$ cat src/sv/tlpq_pkg.sv
// Package for the two-level priority trigger queue.
// Holds queue sizing constants, command/status codes, transaction structs
// and the ring index helper. No dependencies.
package tlpq_pkg;

  // Queue sizing
  localparam int QUEUE_DEPTH = 16;
  localparam int MAX_RESULTS = 32;
  localparam int IDX_W       = $clog2(QUEUE_DEPTH);
  localparam int CNT_W       = $clog2(QUEUE_DEPTH + 1);
  localparam int SUM_W       = CNT_W + 1;
  localparam int TOT_CAP     = (2 * QUEUE_DEPTH < MAX_RESULTS) ? 2 * QUEUE_DEPTH : MAX_RESULTS;
  localparam int TOT_W       = $clog2(TOT_CAP + 1);
  localparam int KIND_W      = 8;
  localparam int HANDLE_W    = 16;
  localparam int ENTRY_W     = KIND_W + HANDLE_W;

  typedef enum logic [1:0] {
    CMD_PUSH_NORMAL   = 2'd0,
    CMD_PUSH_PRIORITY = 2'd1,
    CMD_POP           = 2'd2,
    CMD_SNAPSHOT      = 2'd3
  } cmd_t;

  typedef enum logic [1:0] {
    ST_OK    = 2'd0,
    ST_EMPTY = 2'd1,
    ST_FULL  = 2'd2
  } status_t;

  typedef enum logic [1:0] {
    S_IDLE,
    S_POP,
    S_SNAP_RD,
    S_SNAP_OUT
  } state_t;

  typedef struct packed {
    cmd_t                command;
    logic [KIND_W-1:0]   trigger_kind;
    logic [HANDLE_W-1:0] payload_handle;
  } tlpq_in_t;

  typedef struct packed {
    status_t             status;
    logic [KIND_W-1:0]   out_kind;
    logic [HANDLE_W-1:0] out_handle;
    logic                from_priority;
    logic                last_item;
  } tlpq_out_t;

  // Fold a head-plus-offset sum (always below twice the depth) into the ring
  function automatic logic [IDX_W-1:0] wrap_idx(input logic [SUM_W-1:0] sum);
    logic [SUM_W-1:0] folded;
    folded = sum;
    if (sum >= SUM_W'(QUEUE_DEPTH)) begin
      folded = sum - SUM_W'(QUEUE_DEPTH);
    end
    return folded[IDX_W-1:0];
  endfunction

endpackage

$ cat src/sv/tlpq_ram.sv
// Generic single-write, single-read synchronous RAM with registered read data.
// Standalone; used for both entry stores of the trigger queue.
module tlpq_ram #(
  parameter int DEPTH  = 16,
  parameter int WIDTH  = 24,
  parameter int ADDR_W = $clog2(DEPTH)
) (
  input  logic              clk,
  input  logic              wr_en,
  input  logic [ADDR_W-1:0] wr_addr,
  input  logic [WIDTH-1:0]  wr_data,
  input  logic              rd_en,
  input  logic [ADDR_W-1:0] rd_addr,
  output logic [WIDTH-1:0]  rd_data
);

  logic [WIDTH-1:0] mem [DEPTH];
  logic [WIDTH-1:0] rd_data_r;

  // Write port
  always_ff @(posedge clk) begin
    if (wr_en) begin
      mem[wr_addr] <= wr_data;
    end
  end

  // Read port, data held until the next read
  always_ff @(posedge clk) begin
    if (rd_en) begin
      rd_data_r <= mem[rd_addr];
    end
  end

  assign rd_data = rd_data_r;

endmodule

$ cat src/sv/two_level_priority_trigger_queue.sv
// Two-level strict-priority trigger queue.
// Uses tlpq_pkg and two tlpq_ram instances (priority store, normal store).
//
// Usage:
//   Input channel (in_valid / in_stall / in_data) carries one command per
//   transaction: push normal, push priority, pop or snapshot. Result channel
//   (out_valid / out_stall / out_data) returns the results; last_item marks
//   the final result of each command.
// Command flow:
//   Push: result registered in the cycle after acceptance; a push can be taken
//   every cycle while the receiver keeps up.
//   Pop: the store read is registered, then the entry is loaded into the
//   output register; no new command is taken until the pop is done.
//   Snapshot: each listed entry takes a store read, then an output load,
//   one entry at a time; at most MAX_RESULTS results.
//   The next command is taken once the last result of the current one sits
//   in the output register and that register can move on.
// Reset: heads and counts clear, both queues read as empty; store contents
//   are not cleared and need no clearing pass.
// Stall: a stalled result holds in the output register; the output load of
//   the sequencer and the input channel wait until it is taken.
module two_level_priority_trigger_queue (
  input  logic               clk,
  input  logic               rst_n,
  input  logic               in_valid,
  output logic               in_stall,
  input  tlpq_pkg::tlpq_in_t in_data,
  output logic               out_valid,
  input  logic               out_stall,
  output tlpq_pkg::tlpq_out_t out_data
);

  import tlpq_pkg::*;

  // Control registers
  state_t           state_r,     state_nxt;
  logic [IDX_W-1:0] ph_r,        ph_nxt;
  logic [CNT_W-1:0] pc_r,        pc_nxt;
  logic [IDX_W-1:0] nh_r,        nh_nxt;
  logic [CNT_W-1:0] nc_r,        nc_nxt;
  logic [TOT_W-1:0] idx_r,       idx_nxt;
  logic [TOT_W-1:0] total_r,     total_nxt;
  logic             sel_pri_r,   sel_pri_nxt;
  logic             out_valid_r, out_valid_nxt;
  tlpq_out_t        out_data_r,  out_data_nxt;

  // Store ports
  logic               p_wr_en, n_wr_en, p_rd_en, n_rd_en;
  logic [IDX_W-1:0]   p_wr_addr, n_wr_addr, p_rd_addr, n_rd_addr;
  logic [ENTRY_W-1:0] wr_entry, p_rd_data, n_rd_data, rd_entry;

  // Working values
  logic             out_free;
  logic             accept;
  logic [SUM_W-1:0] count_sum;
  logic [SUM_W-1:0] idx_ext;
  logic             snap_in_pri;
  logic [SUM_W-1:0] snap_off;
  logic             snap_last;

  tlpq_ram #(.DEPTH(QUEUE_DEPTH), .WIDTH(ENTRY_W)) u_pri_ram (
    .clk     (clk),
    .wr_en   (p_wr_en),
    .wr_addr (p_wr_addr),
    .wr_data (wr_entry),
    .rd_en   (p_rd_en),
    .rd_addr (p_rd_addr),
    .rd_data (p_rd_data)
  );

  tlpq_ram #(.DEPTH(QUEUE_DEPTH), .WIDTH(ENTRY_W)) u_nrm_ram (
    .clk     (clk),
    .wr_en   (n_wr_en),
    .wr_addr (n_wr_addr),
    .wr_data (wr_entry),
    .rd_en   (n_rd_en),
    .rd_addr (n_rd_addr),
    .rd_data (n_rd_data)
  );

  assign out_free  = !out_valid_r || !out_stall;
  assign in_stall  = !((state_r == S_IDLE) && out_free);
  assign accept    = in_valid && !in_stall;
  assign wr_entry  = {in_data.trigger_kind, in_data.payload_handle};
  assign rd_entry  = sel_pri_r ? p_rd_data : n_rd_data;
  assign count_sum = SUM_W'(pc_r) + SUM_W'(nc_r);

  // Snapshot walk: priority entries first, then normal entries
  assign idx_ext     = SUM_W'(idx_r);
  assign snap_in_pri = idx_ext < SUM_W'(pc_r);
  assign snap_off    = snap_in_pri ? idx_ext : idx_ext - SUM_W'(pc_r);
  assign snap_last   = (idx_r + TOT_W'(1)) == total_r;

  // Sequencer: next state, queue pointers, store accesses and result load
  always_comb begin
    state_nxt     = state_r;
    ph_nxt        = ph_r;
    pc_nxt        = pc_r;
    nh_nxt        = nh_r;
    nc_nxt        = nc_r;
    idx_nxt       = idx_r;
    total_nxt     = total_r;
    sel_pri_nxt   = sel_pri_r;
    out_valid_nxt = out_valid_r && out_stall;
    out_data_nxt  = out_data_r;
    p_wr_en       = 1'b0;
    n_wr_en       = 1'b0;
    p_rd_en       = 1'b0;
    n_rd_en       = 1'b0;
    p_wr_addr     = wrap_idx(SUM_W'(ph_r) + SUM_W'(pc_r));
    n_wr_addr     = wrap_idx(SUM_W'(nh_r) + SUM_W'(nc_r));
    p_rd_addr     = ph_r;
    n_rd_addr     = nh_r;

    unique case (state_r)
      S_IDLE: begin
        if (accept) begin
          out_data_nxt  = '{status: ST_OK, out_kind: '0, out_handle: '0,
                            from_priority: 1'b0, last_item: 1'b1};
          unique case (in_data.command)
            CMD_PUSH_NORMAL: begin
              out_valid_nxt = 1'b1;
              if (nc_r == CNT_W'(QUEUE_DEPTH)) begin
                out_data_nxt.status = ST_FULL;
              end else begin
                n_wr_en = 1'b1;
                nc_nxt  = nc_r + CNT_W'(1);
              end
            end
            CMD_PUSH_PRIORITY: begin
              out_valid_nxt = 1'b1;
              if (pc_r == CNT_W'(QUEUE_DEPTH)) begin
                out_data_nxt.status = ST_FULL;
              end else begin
                p_wr_en = 1'b1;
                pc_nxt  = pc_r + CNT_W'(1);
              end
            end
            CMD_POP: begin
              if (pc_r != '0) begin
                p_rd_en     = 1'b1;
                sel_pri_nxt = 1'b1;
                ph_nxt      = wrap_idx(SUM_W'(ph_r) + SUM_W'(1));
                pc_nxt      = pc_r - CNT_W'(1);
                state_nxt   = S_POP;
              end else if (nc_r != '0) begin
                n_rd_en     = 1'b1;
                sel_pri_nxt = 1'b0;
                nh_nxt      = wrap_idx(SUM_W'(nh_r) + SUM_W'(1));
                nc_nxt      = nc_r - CNT_W'(1);
                state_nxt   = S_POP;
              end else begin
                out_valid_nxt       = 1'b1;
                out_data_nxt.status = ST_EMPTY;
              end
            end
            CMD_SNAPSHOT: begin
              if (count_sum == '0) begin
                out_valid_nxt       = 1'b1;
                out_data_nxt.status = ST_EMPTY;
              end else begin
                idx_nxt   = '0;
                total_nxt = (count_sum > SUM_W'(TOT_CAP)) ? TOT_W'(TOT_CAP)
                                                          : TOT_W'(count_sum);
                state_nxt = S_SNAP_RD;
              end
            end
            default: ;
          endcase
        end
      end
      S_POP: begin
        // Output register was drained at acceptance; load the popped entry
        out_valid_nxt = 1'b1;
        out_data_nxt  = '{status: ST_OK, out_kind: rd_entry[ENTRY_W-1:HANDLE_W],
                          out_handle: rd_entry[HANDLE_W-1:0],
                          from_priority: sel_pri_r, last_item: 1'b1};
        state_nxt     = S_IDLE;
      end
      S_SNAP_RD: begin
        sel_pri_nxt = snap_in_pri;
        if (snap_in_pri) begin
          p_rd_en   = 1'b1;
          p_rd_addr = wrap_idx(SUM_W'(ph_r) + snap_off);
        end else begin
          n_rd_en   = 1'b1;
          n_rd_addr = wrap_idx(SUM_W'(nh_r) + snap_off);
        end
        state_nxt = S_SNAP_OUT;
      end
      S_SNAP_OUT: begin
        if (out_free) begin
          out_valid_nxt = 1'b1;
          out_data_nxt  = '{status: ST_OK, out_kind: rd_entry[ENTRY_W-1:HANDLE_W],
                            out_handle: rd_entry[HANDLE_W-1:0],
                            from_priority: sel_pri_r, last_item: snap_last};
          if (snap_last) begin
            state_nxt = S_IDLE;
          end else begin
            idx_nxt   = idx_r + TOT_W'(1);
            state_nxt = S_SNAP_RD;
          end
        end
      end
      default: state_nxt = S_IDLE;
    endcase
  end

  // Control state, cleared by reset
  always_ff @(posedge clk) begin
    if (!rst_n) begin
      state_r     <= S_IDLE;
      ph_r        <= '0;
      pc_r        <= '0;
      nh_r        <= '0;
      nc_r        <= '0;
      idx_r       <= '0;
      total_r     <= '0;
      sel_pri_r   <= 1'b0;
      out_valid_r <= 1'b0;
    end else begin
      state_r     <= state_nxt;
      ph_r        <= ph_nxt;
      pc_r        <= pc_nxt;
      nh_r        <= nh_nxt;
      nc_r        <= nc_nxt;
      idx_r       <= idx_nxt;
      total_r     <= total_nxt;
      sel_pri_r   <= sel_pri_nxt;
      out_valid_r <= out_valid_nxt;
    end
  end

  // Result payload, no reset
  always_ff @(posedge clk) begin
    out_data_r <= out_data_nxt;
  end

  assign out_valid = out_valid_r;
  assign out_data  = out_data_r;

endmodule

$ cat config.mk
export PLATFORM = sky130hd
export DESIGN_NAME = two_level_priority_trigger_queue
export DESIGN_NICKNAME = d
export VERILOG_FILES = /design/src/sv/tlpq_pkg.sv /design/src/sv/tlpq_ram.sv /design/src/sv/two_level_priority_trigger_queue.sv
export SDC_FILE = /design/constraint.sdc
export NUM_CORES = 1
export LEC_CHECK = 0
export BUFFER_PORTS_ARGS = -buffer_cell sky130_fd_sc_hd__buf_2
export CAP_MARGIN = 25
export CORE_MARGIN = 1
export CORE_UTILIZATION = 38
export CTS_CLUSTER_DIAMETER = 60
export DETAILED_ROUTE_END_ITERATION = 12
export PLACE_DENSITY = 0.61
export SKIP_LAST_GASP = 1
export SLEW_MARGIN = 5
export SYNTH_ARGS = -nofsm -noshare
export SYNTH_HDL_FRONTEND = slang
export SYNTH_SLANG_ARGS = --single-unit
$ cat constraint.sdc
create_clock -name clk -period 5.4 [get_ports clk]
set_input_delay 0.27 -clock clk [delete_from_list [all_inputs] [get_ports clk]]
set_output_delay 0.27 -clock clk [all_outputs]
set_load 0.01 [all_outputs]
* Yosys cells after proc, flatten, opt, wreduce, memory -nomap -nowiden
Memory sizes are Yosys's and may differ from the RTL's. A register that Yosys moved wholly into a read port is not among the register bits.
Index checks and enable logic that the tools add are counted.
Widths: inputs -> output; s select.
** Word-level totals
- Memories :: 2
- Memory bits (writable) :: 768
- Register bits :: 62
** Cells by class
- Eq/ne operators :: 24
- Multiplexer cells :: 78
- Bitwise logic cells :: 2
- $add $sub $neg :: 19
- Reductions and logical operators :: 27
- Order comparisons :: 8
** Memory list
- u_nrm_ram.mem :: depth 16, bits a word 24, read ports 1, clocked after memory_dff 1, wr ports 1, RTL line tlpq_ram.sv:17 : logic [WIDTH-1:0] mem [DEPTH];
- u_pri_ram.mem :: depth 16, bits a word 24, read ports 1, clocked after memory_dff 1, wr ports 1, RTL line tlpq_ram.sv:17
** Operator list (count)
- $pmux 28 s3 :: 1
- $mux 28 :: 2
- $mux 6 :: 7
- $mux 4 :: 10
- $mux 1 :: 33
- $mux 5 :: 5
- $ge 6x5->1 const B :: 4
- $mux 24 :: 1
- $sub 4x1->4 const B :: 6
- $pmux 5 s2 :: 2
- $ne 2x2->1 const B :: 9
- $mux 2 :: 8
- $pmux 2 s4 :: 2
- $reduce_and 5->1 :: 3
- $add 4x5->6 :: 2
- $add 4x6->6 :: 2
- $pmux 6 s2 :: 1
- $reduce_and 4->1 :: 3
- $reduce_and 6->1 :: 2
- $add 4x1->5 const B :: 2
- $add 5x1->5 const B :: 2
- $eq 5x5->1 const B :: 2
- $ge 5x5->1 const B :: 2
- $reduce_bool 5->1 :: 2
- 26 further kinds :: 45

* Longest topological paths before layout
- Depth after elaboration :: 8
- Mapped depth :: 20

* Modules after synthesis
From an unflattened synthesis, not the netlist that was laid out.
** Unflattened totals
- Cell total of the unflattened synthesis :: 1702
- Area total of the unflattened synthesis :: 34548.1 um^2
** Modules (own cells, without submodules)
- tlpq_ram :: times used 2, area an instance 15170.8 um^2, seq. area each 12251.8 um^2, cells an instance 636
- two_level_priority_trigger_queue :: times used 1, area an instance 4206.5 um^2, seq. area each 1521.5 um^2, cells an instance 430

* Least setup slack after synthesis
Ideal clock, no wire load.
- Path kind :: register to register
- Start point :: register pc_r[1]
- End point :: register u_nrm_ram.rd_data_r[11], in the netlist u_nrm_ram.rd_data[11], read port of u_nrm_ram.mem (data pin)
- Setup time :: 0.256 ns
- Data arrival time :: 3.879 ns
- Clock period less this slack :: 4.135 ns
- Setup slack :: 1.265 ns
- Required time :: 5.144 ns
- Cell stages (with the launch flop) :: 18
- Cells stage by stage :: dfxtp_1 -> inv_1 -> fa_1 -> a211oi_2 -> o21ai_1 -> a21oi_1 -> ha_1 -> inv_1 -> fa_1 -> xnor2_1 -> nand2_1 -> nor3_1 -> a31o_2 -> buf_4 -> buf_4 -> clkbuf_1 -> nand3_1 -> a41o_1
** Between the ends
- Longest elaborated chain between the ends :: 7
- Elaborated cells on any way between the ends :: 15
- Classes of those cells :: add/sub (3); order compare (2); mux (9); reduce/logical (1)
** Ends and longest elaborated chain
- start, declared :: RTL line two_level_priority_trigger_queue.sv:38 : logic [CNT_W-1:0] pc_r, pc_nxt;
- start signal, assigned :: RTL line two_level_priority_trigger_queue.sv:224 : pc_r <= pc_nxt;
- $sub 6x5->6 / $lt 6x5->1 (equally long branches) :: RTL line two_level_priority_trigger_queue.sv:91, two_level_priority_trigger_queue.sv:90
- $mux 6 :: RTL line two_level_priority_trigger_queue.sv:91 : assign snap_off = snap_in_pri ? idx_ext : idx_ext - SUM_W'(pc_r);
- $add 4x6->6 :: RTL line two_level_priority_trigger_queue.sv:187 : n_rd_addr = wrap_idx(SUM_W'(nh_r) + snap_off);
- $ge 6x5->1 / $sub 4x1->4 (equally long branches) :: RTL line tlpq_pkg.sv:56, tlpq_pkg.sv:57
- $mux 4 :: RTL line tlpq_pkg.sv:56 : if (sum >= SUM_W'(QUEUE_DEPTH)) begin
- $mux 4 :: RTL line two_level_priority_trigger_queue.sv:182 : if (snap_in_pri) begin
- $mux 4 :: RTL line two_level_priority_trigger_queue.sv:115 : unique case (state_r)
- end, declared :: RTL line tlpq_ram.sv:18 : logic [WIDTH-1:0] rd_data_r;
Parallel ways exist; a longest one is shown, timed or not.
A chain may end at the register's enable or synchronous reset.

* Final worst setup path
- Start point :: register pc_r[1]
- End point :: register u_nrm_ram.rd_data_r[9], in the netlist u_nrm_ram.rd_data[9], read port of u_nrm_ram.mem (data pin)
The elaborated chain is that of the path after synthesis.

==> reports/metrics.csv <==
stage,metric,value,unit
placed_design,hpwl dp,52140,um
synthesis,Most used DFF post-synth,edfxtp_1,
global_route,pin count of the biggest net entering global routing,95,
clock_tree,Root Driver,clkbuf_16,
synthesis,synthesized instance count,2383,
clock_tree,htree depth,3,
route,Initial DRC Count,1714,
power_and_ir_drop,maximum vdd drop,0.2685,mV
setup_path,origin of the critical flop-to-flop path,pc_r[1]$_SDFFE_PN0P_,
layout,diode count,0,
clock_tree,# resized after CTS,0,
sta,period utilization,88.76,%
sta,Worst Skew,32.87,ps
route,final WL,88580,um
layout,Fillers,8091,
setup_path,"CP delay by family, top",compound AO/OA/AOI/OAI gates,
setup_path,"Largest stage delay, worst path",590,ps
setup_path,CP Launch Type,flip-flop,
setup_path,CP Class,flip-flop to flip-flop,
setup_path,Critical Path Stages,14,
setup_path,crit path max fanout,32,
setup_path,CP bufs+invs,3,
layout,register area,26030,um2
sta,max-slew violations,0,
clock_tree,maximum root-to-sink buffer count,3,
worst_hold_path,Tightest Hold Check Type,input pin to flip-flop,
job,maxcap violations,0,
layout,area of the multi-input gates,9408,um2
synthesis,sequential cell area fraction in the yosys report,72.55,%
setup_path,crit path capture,u_nrm_ram.rd_data[9]$_DFFE_PP_,
sta,fmax,208.6,MHz
synthesis,fraction of registers with async set/reset,0,%
setup_path,crit path max-delay cell type,or4_1,
run_status,outcome,completed,
clock_tree,setup bufs post-CTS,0,
setup_path,Critical Path Start,pc_r[1]$_SDFFE_PN0P_,
setup_path,R2R cell count,14,
die,I/O pin count,60,
sta,Slew headroom,28.04,%
sta,setup tns final,0,ps
die,FP Rows,112,
global_route,GRT Total Usage,18.56,%
route,Routed Antenna Nets,0,
layout,share of cells above drive strength 1,15.01,%
clock_tree,CTS Hold Bufs,4,
sta,Final min period,4793,ps
layout,Layout area overhead,15.50,%
synthesis,number of synthesized flops with an enable pin,844,
die,die height,309.2,um
die,core box area,93470,um2
global_route,number of global-route vias before repair,20250,
global_route,GR Overflow Total,0,
route,via count,20260,
route,TritonRoute pass-1 iters,6,
global_route,initial antenna violation count,2,
layout,share of the core filled with cells,44.32,%
setup_path,crit path cell chain,inv_1 -> fa_1 -> a211oi_2 -> o21ai_1 -> a21oi_1 -> ha_1 -> inv_1 -> fa_1 -> or4_1 -> o31ai_4 -> buf_12 -> nand3_1 -> and4_1 -> a41o_1,
route,mean routed wirelength per cell,23.36,um
synthesis,Syn Nets,2452,
sta,RSZ-0062 raised after global routing,false,
setup_path,R2R setup slack,610,ps
global_route,first-pass GRT wire length,130500,um
layout,"most common cell after layout, fill and taps aside",edfxtp_1,
clock_tree,CTS tree,done,
power_and_ir_drop,PwrDens,354.0,nW/um2
placed_design,routability cong.,0.7898,
sta,Slew @ Worst Pin,1077,ps
die,Chip Width,309.2,um
setup_path,CP Capture Type,flip-flop,
synthesis,Synth cell types,66,
sta,final setup vio count,0,
sta,final count of hold timing violations,0,
route,DRC Markers,0,
clock_tree,worst skew pair latency,670,ps
layout,layout net count,2532,
setup_path,WP data required,5810,ps
setup_path,"Data arrival, critical path",5200,ps
die,Initial Utilization,38.38,%
clock_tree,Inserted Clock Buffers,92,
die,Die Footprint,95630,um2
layout,"commonest non-fill, non-tap cells in the layout","edfxtp_1 (844), nand2_1 (413), mux2i_1 (167), clkbuf_16 (94), nand3_1 (77)",
power_and_ir_drop,leak pwr,0.01440,uW
clock_tree,Clock transition at path regs,60,ps
setup_path,Worst R2R End,u_nrm_ram.rd_data[9]$_DFFE_PP_,
synthesis,Seq cells post-synth,878,
synthesis,Synth Warn #,0,
clock_tree,Sink Count,878,
synthesis,synthesized cell area,35870,um2
placed_design,input/output buffers,59,
synthesis,"Avg Cell Area, Syn",15.05,um2
route,via-per-instance ratio,5.344,
==> metrics by stage <==
stage          setup slack (ps)  power, uW  hold slack, ps  cells  area, um2
5_1_grt                   285.8      15100           117.3   3792      41430
3_3_place_gp              665.3       8519           471.0   3592      37770
4_1_cts                   590.6      14760           82.14   3789      41360
2_1_floorplan              1265       8217           368.9   2383      35870
3_5_place_dp              596.3       8547           475.1   3616      38310
6_report                  606.9      14660           106.6   3792      41430
==> how the worst min path moves through the flow <==
stage                                endpoint                     from  depth (start not counted)
3_3_place_gp          total_r[3]$_SDFFE_PN0P_  total_r[3]$_SDFFE_PN0P_                          2
6_report       u_pri_ram.mem[4][23]$_DFFE_PP_              in_data[23]                          1
3_5_place_dp          total_r[0]$_SDFFE_PN0P_  total_r[0]$_SDFFE_PN0P_                          2
2_1_floorplan   u_nrm_ram.mem[0][0]$_DFFE_PP_               in_data[0]                          0
5_1_grt        u_pri_ram.mem[5][13]$_DFFE_PP_              in_data[13]                          1
4_1_cts        u_pri_ram.mem[4][23]$_DFFE_PP_              in_data[23]                          1
==> sequential cells by signal (all words and copies together), names as in the netlist <==
register	flops
idx_ext	6
state_r	2
nh_r	4
pc_r	5
u_pri_ram.mem	384
u_nrm_ram.mem	384
sel_pri_r	1
out_valid	1
ph_r	4
u_pri_ram.rd_data	24
total_r	6
nc_r	5
out_data	28
u_nrm_ram.rd_data	24
==> cell families after synthesis <==
family                     after synthesis  share of synthesized area, %
AOI/OAI and AO/OA                      323                         6.795
xor gates and xnor gates                41                         1.039
adders and majority gates               39                         1.528
buffers and inverters                  157                         2.156
DFF                                    878                         72.55
muxes                                  243                         7.074
and+or+nand+nor                        702                         8.856
==> final cells by class <==
class / count / area share, %
flip-flops and latches: 878 / 62.82
inverters: 22 / 0.1993
clock inverters: 62 / 1.447
well taps: 1254 / 3.787
clock buffers: 107 / 5.820
repair buffers: 121 / 3.219
multi-input cells: 1348 / 22.71
==> report_power, final <==
| group | total (uW) | switching [uW] | internal [uW] |
|---|---|---|---|
| Clock | 6250 | 2680 | 3570 |
| Sequential | 7630 | 62.8 | 7570 |
| Combinational | 783 | 506 | 277 |
==> metal layers <==
metal	global-route usage (%)	routed length (um)	vias up
met1	25.68	39270	10250
met3	3.381	5631	128
met2	29.52	41300	630
met4	6.159	2358	2
li1	-	-	9254
met5	0	9	-
==> synthesized netlist by cell type, types with 15 or more instances <==
library cell | n | share of area [%]
a211o_1 | 24 | 0.59
a211oi_1 | 24 | 0.50
a21boi_0 | 17 | 0.36
a21oi_1 | 24 | 0.33
a31oi_1 | 50 | 0.87
a32o_1 | 22 | 0.61
and2_1 | 16 | 0.28
buf_2 | 53 | 0.74
buf_4 | 23 | 0.48
clkbuf_1 | 50 | 0.52
dfxtp_1 | 34 | 1.9
edfxtp_1 | 844 | 71
ha_1 | 31 | 1.1
inv_1 | 22 | 0.23
mux2_2 | 74 | 2.3
mux2i_1 | 168 | 4.7
nand2_1 | 414 | 4.3
nand3_1 | 77 | 1.1
nand4_1 | 27 | 0.47
nor2_1 | 55 | 0.58
nor2b_1 | 57 | 0.99
o211ai_1 | 76 | 1.6
o21ai_0 | 15 | 0.21
xnor2_1 | 28 | 0.68
Power figures use the tool's default switching activity.
